### config.mk
export PLATFORM = sky130hd
export DESIGN_NAME = fft_nice_size_finder_core
export DESIGN_NICKNAME = d
export VERILOG_FILES = /design/src/rtl/fnsf_pkg.sv /design/src/rtl/fft_nice_size_finder_core.sv
export SDC_FILE = /design/constraint.sdc
export NUM_CORES = 1
export LEC_CHECK = 0
export ABC_AREA = 0
export BUFFER_PORTS_ARGS = -buffer_cell sky130_fd_sc_hd__buf_4
export CORE_ASPECT_RATIO = 1.4
export CORE_UTILIZATION = 25
export DETAILED_ROUTE_END_ITERATION = 7
export GPL_ROUTABILITY_DRIVEN = 0
export PLACE_DENSITY = 0.5
export REMOVE_ABC_BUFFERS = 1
export SETUP_SLACK_MARGIN = 0.5
export SYNTH_ARGS = -nofsm -noshare
export SYNTH_HDL_FRONTEND = slang
export SYNTH_SLANG_ARGS = --single-unit
### constraint.sdc
create_clock -name clk_i -period 9.5 [get_ports clk_i]
set_clock_uncertainty 0.1 [all_clocks]
set_input_delay 0.95 -clock clk_i [delete_from_list [all_inputs] [get_ports clk_i]]
set_output_delay 0.95 -clock clk_i [all_outputs]
set_load 0.03 [all_outputs]
### src/rtl/fnsf_pkg.sv
// Package for the nice transform size finder: widths, divider constants,
// control word types and the microcode table. Used by fft_nice_size_finder_core.
package fnsf_pkg;

  // Largest request handled as given is 2**SIZE_BITS.
  localparam int unsigned SIZE_BITS = 24;
  localparam int unsigned REQ_W = 25;
  localparam int unsigned OUT_W = 25;
  // Candidate and cofactor width: holds 2**SIZE_BITS.
  localparam int unsigned CW = SIZE_BITS + 1;
  // Wide enough to compare any request against the limit.
  localparam int unsigned WIDE_W = (CW > REQ_W) ? CW + 1 : REQ_W + 1;
  localparam int unsigned SMALL_LIMIT = 16;
  // Reciprocal shift: exact floor division for CW-bit values by d <= 8.
  localparam int unsigned MUL_K = CW + 3;
  localparam int unsigned PROD_W = CW + MUL_K;
  localparam int unsigned PC_W = 4;

  localparam logic [63:0] ONE_K = 64'd1 << MUL_K;
  localparam logic [63:0] RECIP2 = ONE_K / 64'd2;
  localparam logic [63:0] RECIP3 = (ONE_K + 64'd2) / 64'd3;
  localparam logic [63:0] RECIP5 = (ONE_K + 64'd4) / 64'd5;
  localparam logic [63:0] RECIP7 = (ONE_K + 64'd6) / 64'd7;

  typedef enum logic [2:0] {
    OP_NOP,
    OP_WAIT,
    OP_INIT,
    OP_DIV,
    OP_TEST,
    OP_INC,
    OP_EMIT
  } op_e;

  typedef enum logic [2:0] {
    C_NEVER,
    C_ALWAYS,
    C_NO_IN,
    C_SMALL,
    C_DIVIS,
    C_ACCEPT,
    C_OUT_BUSY
  } cond_e;

  typedef enum logic [1:0] {
    P2,
    P3,
    P5,
    P7
  } prime_e;

  typedef struct packed {
    op_e               op;
    prime_e            prime;
    cond_e             cond;
    logic [PC_W-1:0]   target;
  } ctrl_t;

  // Program addresses
  localparam logic [PC_W-1:0] PC_WAIT  = 4'd0;
  localparam logic [PC_W-1:0] PC_SMALL = 4'd1;
  localparam logic [PC_W-1:0] PC_INIT  = 4'd2;
  localparam logic [PC_W-1:0] PC_DIV2  = 4'd3;
  localparam logic [PC_W-1:0] PC_TST2  = 4'd4;
  localparam logic [PC_W-1:0] PC_DIV3  = 4'd5;
  localparam logic [PC_W-1:0] PC_TST3  = 4'd6;
  localparam logic [PC_W-1:0] PC_DIV5  = 4'd7;
  localparam logic [PC_W-1:0] PC_TST5  = 4'd8;
  localparam logic [PC_W-1:0] PC_DIV7  = 4'd9;
  localparam logic [PC_W-1:0] PC_TST7  = 4'd10;
  localparam logic [PC_W-1:0] PC_CHECK = 4'd11;
  localparam logic [PC_W-1:0] PC_INC   = 4'd12;
  localparam logic [PC_W-1:0] PC_EMIT  = 4'd13;
  localparam logic [PC_W-1:0] PC_DONE  = 4'd14;
  localparam logic [PC_W-1:0] PC_LAST  = PC_DONE;

  function automatic logic [2:0] prime_val(prime_e p);
    logic [2:0] v;
    case (p)
      P2:      v = 3'd2;
      P3:      v = 3'd3;
      P5:      v = 3'd5;
      P7:      v = 3'd7;
      default: v = 3'd2;
    endcase
    return v;
  endfunction

  function automatic logic [MUL_K-1:0] recip(prime_e p);
    logic [MUL_K-1:0] v;
    case (p)
      P2:      v = RECIP2[MUL_K-1:0];
      P3:      v = RECIP3[MUL_K-1:0];
      P5:      v = RECIP5[MUL_K-1:0];
      P7:      v = RECIP7[MUL_K-1:0];
      default: v = RECIP2[MUL_K-1:0];
    endcase
    return v;
  endfunction

  // Microcode: jump to target when cond holds, else step on.
  function automatic ctrl_t ucode(logic [PC_W-1:0] pc);
    ctrl_t w;
    case (pc)
      PC_WAIT:  w = '{OP_WAIT, P2, C_NO_IN,    PC_WAIT};
      PC_SMALL: w = '{OP_NOP,  P2, C_SMALL,    PC_EMIT};
      PC_INIT:  w = '{OP_INIT, P2, C_NEVER,    PC_WAIT};
      PC_DIV2:  w = '{OP_DIV,  P2, C_NEVER,    PC_WAIT};
      PC_TST2:  w = '{OP_TEST, P2, C_DIVIS,    PC_DIV2};
      PC_DIV3:  w = '{OP_DIV,  P3, C_NEVER,    PC_WAIT};
      PC_TST3:  w = '{OP_TEST, P3, C_DIVIS,    PC_DIV3};
      PC_DIV5:  w = '{OP_DIV,  P5, C_NEVER,    PC_WAIT};
      PC_TST5:  w = '{OP_TEST, P5, C_DIVIS,    PC_DIV5};
      PC_DIV7:  w = '{OP_DIV,  P7, C_NEVER,    PC_WAIT};
      PC_TST7:  w = '{OP_TEST, P7, C_DIVIS,    PC_DIV7};
      PC_CHECK: w = '{OP_NOP,  P2, C_ACCEPT,   PC_EMIT};
      PC_INC:   w = '{OP_INC,  P2, C_ALWAYS,   PC_INIT};
      PC_EMIT:  w = '{OP_EMIT, P2, C_OUT_BUSY, PC_EMIT};
      PC_DONE:  w = '{OP_NOP,  P2, C_ALWAYS,   PC_WAIT};
      default:  w = '{OP_NOP,  P2, C_ALWAYS,   PC_WAIT};
    endcase
    return w;
  endfunction

endpackage

### src/rtl/fft_nice_size_finder_core.sv
// Nice transform size finder, top level: microcode sequencer and datapath.
// Depends on fnsf_pkg (widths, reciprocal constants, microcode table).
//
// Usage
// - Request channel: in_valid_i / in_ready_o carry req_size_i, one beat per
//   request. Requests above 2**SIZE_BITS are saturated to that value.
// - Result channel: out_valid_o / out_ready_i carry nice_size_o, exactly one
//   beat per request, in request order.
// - A request is taken only while the sequencer sits at its wait step, so one
//   request is in work at a time.
// - Sequence: requests up to 16 go from the size check straight to the deliver
//   step. Larger ones pass the size check, then walk even candidates: per
//   candidate, a divide step and a check step for each factor 2, 3, 5, 7
//   stripped and for each prime's last failed try, then the accept check and,
//   if rejected, a step to the next. The loop runs on the shared reciprocal
//   multiplier. After delivery a done step leads back to the wait step.
// - The result sits in an output register: a stalled receiver does not stop
//   the next request being taken and worked on; the sequencer only holds at
//   its deliver step if the earlier result has still not been taken.
// - Reset clears the sequencer and the output valid; no clearing pass.
module fft_nice_size_finder_core (
  input  logic                        clk_i,
  input  logic                        rst_ni,
  input  logic                        in_valid_i,
  output logic                        in_ready_o,
  input  logic [fnsf_pkg::REQ_W-1:0]  req_size_i,
  output logic                        out_valid_o,
  input  logic                        out_ready_i,
  output logic [fnsf_pkg::OUT_W-1:0]  nice_size_o
);

  localparam int unsigned CW = fnsf_pkg::CW;

  // Sequencer
  logic [fnsf_pkg::PC_W-1:0] pc_q, pc_d;
  fnsf_pkg::ctrl_t           ctrl;

  // Datapath registers
  logic [CW-1:0]             c_q;      // current candidate
  logic [CW-1:0]             r_q;      // cofactor being stripped
  logic [CW-1:0]             q_q;      // quotient from the last divide step
  logic                      small_q;  // request at or below the small limit
  logic [fnsf_pkg::OUT_W-1:0] out_q;
  logic                      out_valid_q;

  // Combinational datapath
  logic [fnsf_pkg::WIDE_W-1:0] req_wide, lim_wide, sat_wide;
  logic [CW-1:0]             req_sat, c_init;
  logic [fnsf_pkg::PROD_W-1:0] prod;
  logic [CW-1:0]             q_d;
  logic [CW+2:0]             qp;
  logic                      in_fire, divis, accept, out_free, jump;

  assign ctrl = fnsf_pkg::ucode(pc_q);

  // Saturate, then round up to even (cannot overflow: the limit is even)
  assign req_wide = fnsf_pkg::WIDE_W'(req_size_i);
  assign lim_wide = fnsf_pkg::WIDE_W'(1) << fnsf_pkg::SIZE_BITS;
  assign sat_wide = (req_wide > lim_wide) ? lim_wide : req_wide;
  assign req_sat  = sat_wide[CW-1:0];
  assign c_init   = req_sat + CW'(req_sat[0]);

  // Floor division by the selected prime through its reciprocal
  assign prod = fnsf_pkg::PROD_W'(r_q) *
                fnsf_pkg::PROD_W'(fnsf_pkg::recip(ctrl.prime));
  assign q_d  = prod[fnsf_pkg::MUL_K +: CW];

  // Exact division check on the registered quotient
  assign qp    = (CW+3)'(q_q) * (CW+3)'(fnsf_pkg::prime_val(ctrl.prime));
  assign divis = (qp == (CW+3)'(r_q)) && (r_q != '0);

  assign accept = (r_q == CW'(1)) || (r_q == CW'(11)) || (r_q == CW'(13));

  assign out_free = !out_valid_q || out_ready_i;
  assign in_fire  = in_valid_i && in_ready_o;

  // Next step
  always_comb begin
    case (ctrl.cond)
      fnsf_pkg::C_NEVER:    jump = 1'b0;
      fnsf_pkg::C_ALWAYS:   jump = 1'b1;
      fnsf_pkg::C_NO_IN:    jump = !in_valid_i;
      fnsf_pkg::C_SMALL:    jump = small_q;
      fnsf_pkg::C_DIVIS:    jump = divis;
      fnsf_pkg::C_ACCEPT:   jump = accept;
      fnsf_pkg::C_OUT_BUSY: jump = !out_free;
      default:              jump = 1'b1;
    endcase
    pc_d = jump ? ctrl.target : pc_q + fnsf_pkg::PC_W'(1);
  end

  // Outputs
  always_comb begin
    in_ready_o  = (ctrl.op == fnsf_pkg::OP_WAIT);
    out_valid_o = out_valid_q;
    nice_size_o = out_q;
  end

  always_ff @(posedge clk_i or negedge rst_ni) begin
    if (!rst_ni) begin
      pc_q        <= fnsf_pkg::PC_WAIT;
      out_valid_q <= 1'b0;
    end else begin
      pc_q <= pc_d;
      if (ctrl.op == fnsf_pkg::OP_EMIT && out_free) begin
        out_valid_q <= 1'b1;
      end else if (out_ready_i) begin
        out_valid_q <= 1'b0;
      end
    end
  end

  always_ff @(posedge clk_i) begin
    case (ctrl.op)
      fnsf_pkg::OP_WAIT: begin
        if (in_fire) begin
          c_q     <= c_init;
          small_q <= (req_sat <= CW'(fnsf_pkg::SMALL_LIMIT));
        end
      end
      fnsf_pkg::OP_INIT: r_q <= c_q;
      fnsf_pkg::OP_DIV:  q_q <= q_d;
      fnsf_pkg::OP_TEST: begin
        if (divis) begin
          r_q <= q_q;
        end
      end
      fnsf_pkg::OP_INC:  c_q <= c_q + CW'(2);
      fnsf_pkg::OP_EMIT: begin
        if (out_free) begin
          out_q <= fnsf_pkg::OUT_W'(c_q);
        end
      end
      default: ;
    endcase
  end

  // Stripping a factor always shrinks the cofactor
  a_strip_shrinks: assert property (@(posedge clk_i) disable iff (!rst_ni)
    (ctrl.op == fnsf_pkg::OP_TEST && divis) |=> (r_q < $past(r_q)))
    else $error("cofactor did not shrink after stripping a factor");

  // Candidates advance by two
  a_inc_by_two: assert property (@(posedge clk_i) disable iff (!rst_ni)
    (ctrl.op == fnsf_pkg::OP_INC) |=> (c_q == $past(c_q) + CW'(2)))
    else $error("candidate did not advance by two");

  // Every delivered size is even
  a_even_result: assert property (@(posedge clk_i) disable iff (!rst_ni)
    (ctrl.op == fnsf_pkg::OP_EMIT && out_free) |=> (out_valid_q && !out_q[0]))
    else $error("odd size delivered");

  // The step counter stays inside the program
  a_pc_range: assert property (@(posedge clk_i) disable iff (!rst_ni)
    pc_q <= fnsf_pkg::PC_LAST)
    else $error("step counter left the program");

endmodule
==> impl_metrics.py <==
metrics = {
    "status": {
        "run_status": "finished clean",
    },
    "setup_path": {
        "r2r-end": "q_q[19]",
        "cp-end-kind": "register",
        "slowest_stage": "fa_2",
        "worstSetupStartpoint": "pc_q[1]",
        "rr_startpoint": "pc_q[1]",
        "critical_path_arrival_ns": 8.81,
        "cp_slowest_stage_delay_ns": 0.58,
        "critPathLaunchType": "register",
        "critical_path_required_ns": 9.53,
        "path_max_fanout": 8,
        "r2r_slack_ns": 0.72,
        "cp-endpoint": "q_q[19]",
        "worst_r2r_path_depth": 31,
        "critPathKind": "register to register",
    },
    "global_route": {
        "grt_pass1_vias": 19000,
        "grt_pass1_wl_um": 118000,
        "grt_max_degree": 40,
        "gr-total-overflow": 0,
        "grt_usage_pct": 16.2,
        "antenna_found_initial": 0,
    },
    "logic_synthesis": {
        "ys_seq_area_share_pct": 12.7,
        "synth_edf_count": 99,
        "synth_ff_type": "edfxtp_1",
        "syn_avg_cell_area_um2": 9.51,
        "synthCells": 2557,
        "ys_types": 72,
        "ys_ff_latch": 104,
        "synth-warning-count": 0,
        "netlist_area_um2": 24300,
        "async_flop_share_pct": 4.81,
    },
    "layout": {
        "ff_latch_area_um2": 3100,
        "fillerInstances": 10400,
        "nets": 3363,
        "final_common_cell": "inv_1",
        "multi_input_area_um2": 18500,
        "final_util_pct": 28.1,
        "drive_gt1_share_pct": 8.24,
        "syn_to_final_growth_pct": 11.6,
        "layout_common_cells": "674 x inv_1, 425 x fa_1, 284 x ha_1, 152 x nand2_1, 104 x and2_1",
        "layout.cells.non_filler": 3912,
    },
    "placement": {
        "dp.cells": 3880,
        "dpl_worst_slack_ns": 0.232,
        "hpwl_um": 68500,
        "port_buffers": 54,
    },
    "detailed_routing": {
        "wl_um": 78600,
        "via_per_inst": 4.45,
        "drc": 0,
        "drtIter0Drc": 1108,
        "antenna_left": 0,
        "wl_per_cell_um": 20.1,
        "num_vias": 17400,
        "dr.pass1.iters": 5,
    },
    "timing": {
        "period_share_pct": 92.5,
        "worstMarginPinSlew_ns": 1.08,
        "drv_slew": 0,
        "hold_viol": 0,
        "setup_violations": 0,
        "fmax_ghz": 0.114,
        "fin_ws_ns": 0.717,
        "rsz0062_at_grt": "no",
        "finalCriticalPeriod_ns": 8.78,
        "finalSetupTns_ns": 0,
        "slew_headroom_pct": 27.8,
    },
    "cts": {
        "cts_made_buffers": 9,
        "cts_tree": "built",
        "clk-insertion-delay-late_ns": 0.38,
        "htree_levels": 3,
        "cts_root_buf": "clkbuf_16",
        "hold_buffers": 0,
        "clock_sinks": 104,
        "path_clk_slew_ns": 0.07,
        "cts_max_path_buffers": 2,
    },
    "floorplanning": {
        "floorplan.initialDensity_pct": 25.2,
        "dieArea_um2": 98500,
        "die_w_um": 266,
        "rows": 135,
        "die_h_um": 371,
        "core_um2": 96600,
        "io_pins": 56,
    },
    "worst_hold_path": {
        "min_path_type": "input port to asynchronous set/reset pin",
    },
    "pwr": {
        "p_per_area_nw_per_um2": 34.1,
        "finalPower_w": 0.000926,
        "p_leak_nw": 13.2,
        "peakVddDrop_mv": 0.0882,
    },
    "run": {
        "max-cap-violations": 0,
    },
}
==> how the worst min path moves through the flow <==
stage,slack [ns],end,start
after CTS,0.25,out_valid_o,rst_ni
after detailed placement,0.43,nice_size_o[24],c_q[24]
final,0.27,out_valid_o,rst_ni
after global placement,0.43,nice_size_o[24],c_q[24]
after global routing,0.26,out_valid_o,rst_ni
after floorplan,0.36,nice_size_o[2],c_q[2]
==> worst max-delay path: cells and delay by family (launching register included) <==
family | cells | cell delay (ns)
AOI/OAI and AO/OA | 5 | 1.08
xor gates and xnor gates | 1 | 0.11
adders and majority gates | 11 | 4.40
buffers and inverters | 8 | 0.82
DFF | 1 | 0.38
and+or+nand+nor | 6 | 1.62
==> routing by layer <==
layer	wire, µm	track usage (%)	vias up
li1	-	-	8025
met1	28400	17.1	8774
met2	42000	30.9	409
met3	2160	1.21	188
met4	6060	10.4	0
met5	0	0	-
==> kinds of logic after synthesis <==
kind of cell | synth area share [%]
muxes | 1.49
adders and majority gates | 51.0
and+or+nand+nor | 12.9
DFF | 12.7
buffers and inverters | 11.7
AOI/OAI and AO/OA | 6.14
other | 0.0154
xor gates and xnor gates | 4.03
==> sequential cells by signal (all words and copies together) (netlist names) <==
name / cells
q_q: 25
r_q: 25
c_q: 24
nice_size_o: 24
pc_q: 4
out_valid_o: 1
small_q: 1
==> synthesized netlist by cell type (5+ instances only) <==
cell type  count  area [µm²]
xor2_1        43         377
or2_2          5        31.3
mux2i_1        7        70.1
and2_1       113         707
o22ai_1       12        75.1
inv_1        677        2540
nor2b_1       79         494
fa_1         435        8710
a21oi_1       69         345
nand2b_1      16         100
nor4_1        14        87.6
nor2_1        67         251
a211oi_1       8        60.1
nand3_1       34         170
and4_1         9        78.8
edfxtp_1      99        2970
buf_2          6        30.0
o21ai_0       46         230
a21o_1        28         210
a31oi_1       11        68.8
nand4_1       29         181
clkbuf_1      69         259
nor3_1        23         115
nand2_1      152         571
and3_1        30         188
xnor2_1       69         604
o21a_1        10        75.1
mux2_2        26         293
dfrtp_1        5         125
ha_1         294        3680
==> stage by stage <==
| stage | hold WS (ns) | area, µm² |
|---|---|---|
| after floorplan | 0.364 | 24000 |
| after global placement | 0.427 | 26400 |
| final | 0.267 | 27100 |
| after detailed placement | 0.429 | 26400 |
| after CTS | 0.250 | 26800 |
| after global routing | 0.258 | 27100 |
==> where the power goes <==
group,leakage [nW],internal (W),switching (W)
clock network,0.151,0.000214,0.000184
logic,12.1,0.0000151,0.0000170
registers,0.986,0.000496,0.00000000000000000000978
==> area by class of cell <==
type,instances,area share [%]
clock buffers,11,0.895
multi-input cells,1697,68.4
clock inverters,5,0.226
flip-flops and latches,104,11.4
inverters,677,9.37
repair buffers,116,3.70
well taps,1301,6.00
diodes,1,0.00923
==> what timing repair did <==
| action | CTS | global route |
|---|---|---|
| buffers inserted | 1 | 12 |
| pin swaps | 4 | 23 |
| endpoints found under the setup margin | 12 | 11 |
| hold endpoints to repair | 0 | 0 |
| cloned | 0 | 2 |
| resized for setup | 10 | 49 |
No activity file was read; power rests on OpenSTA's default activity.
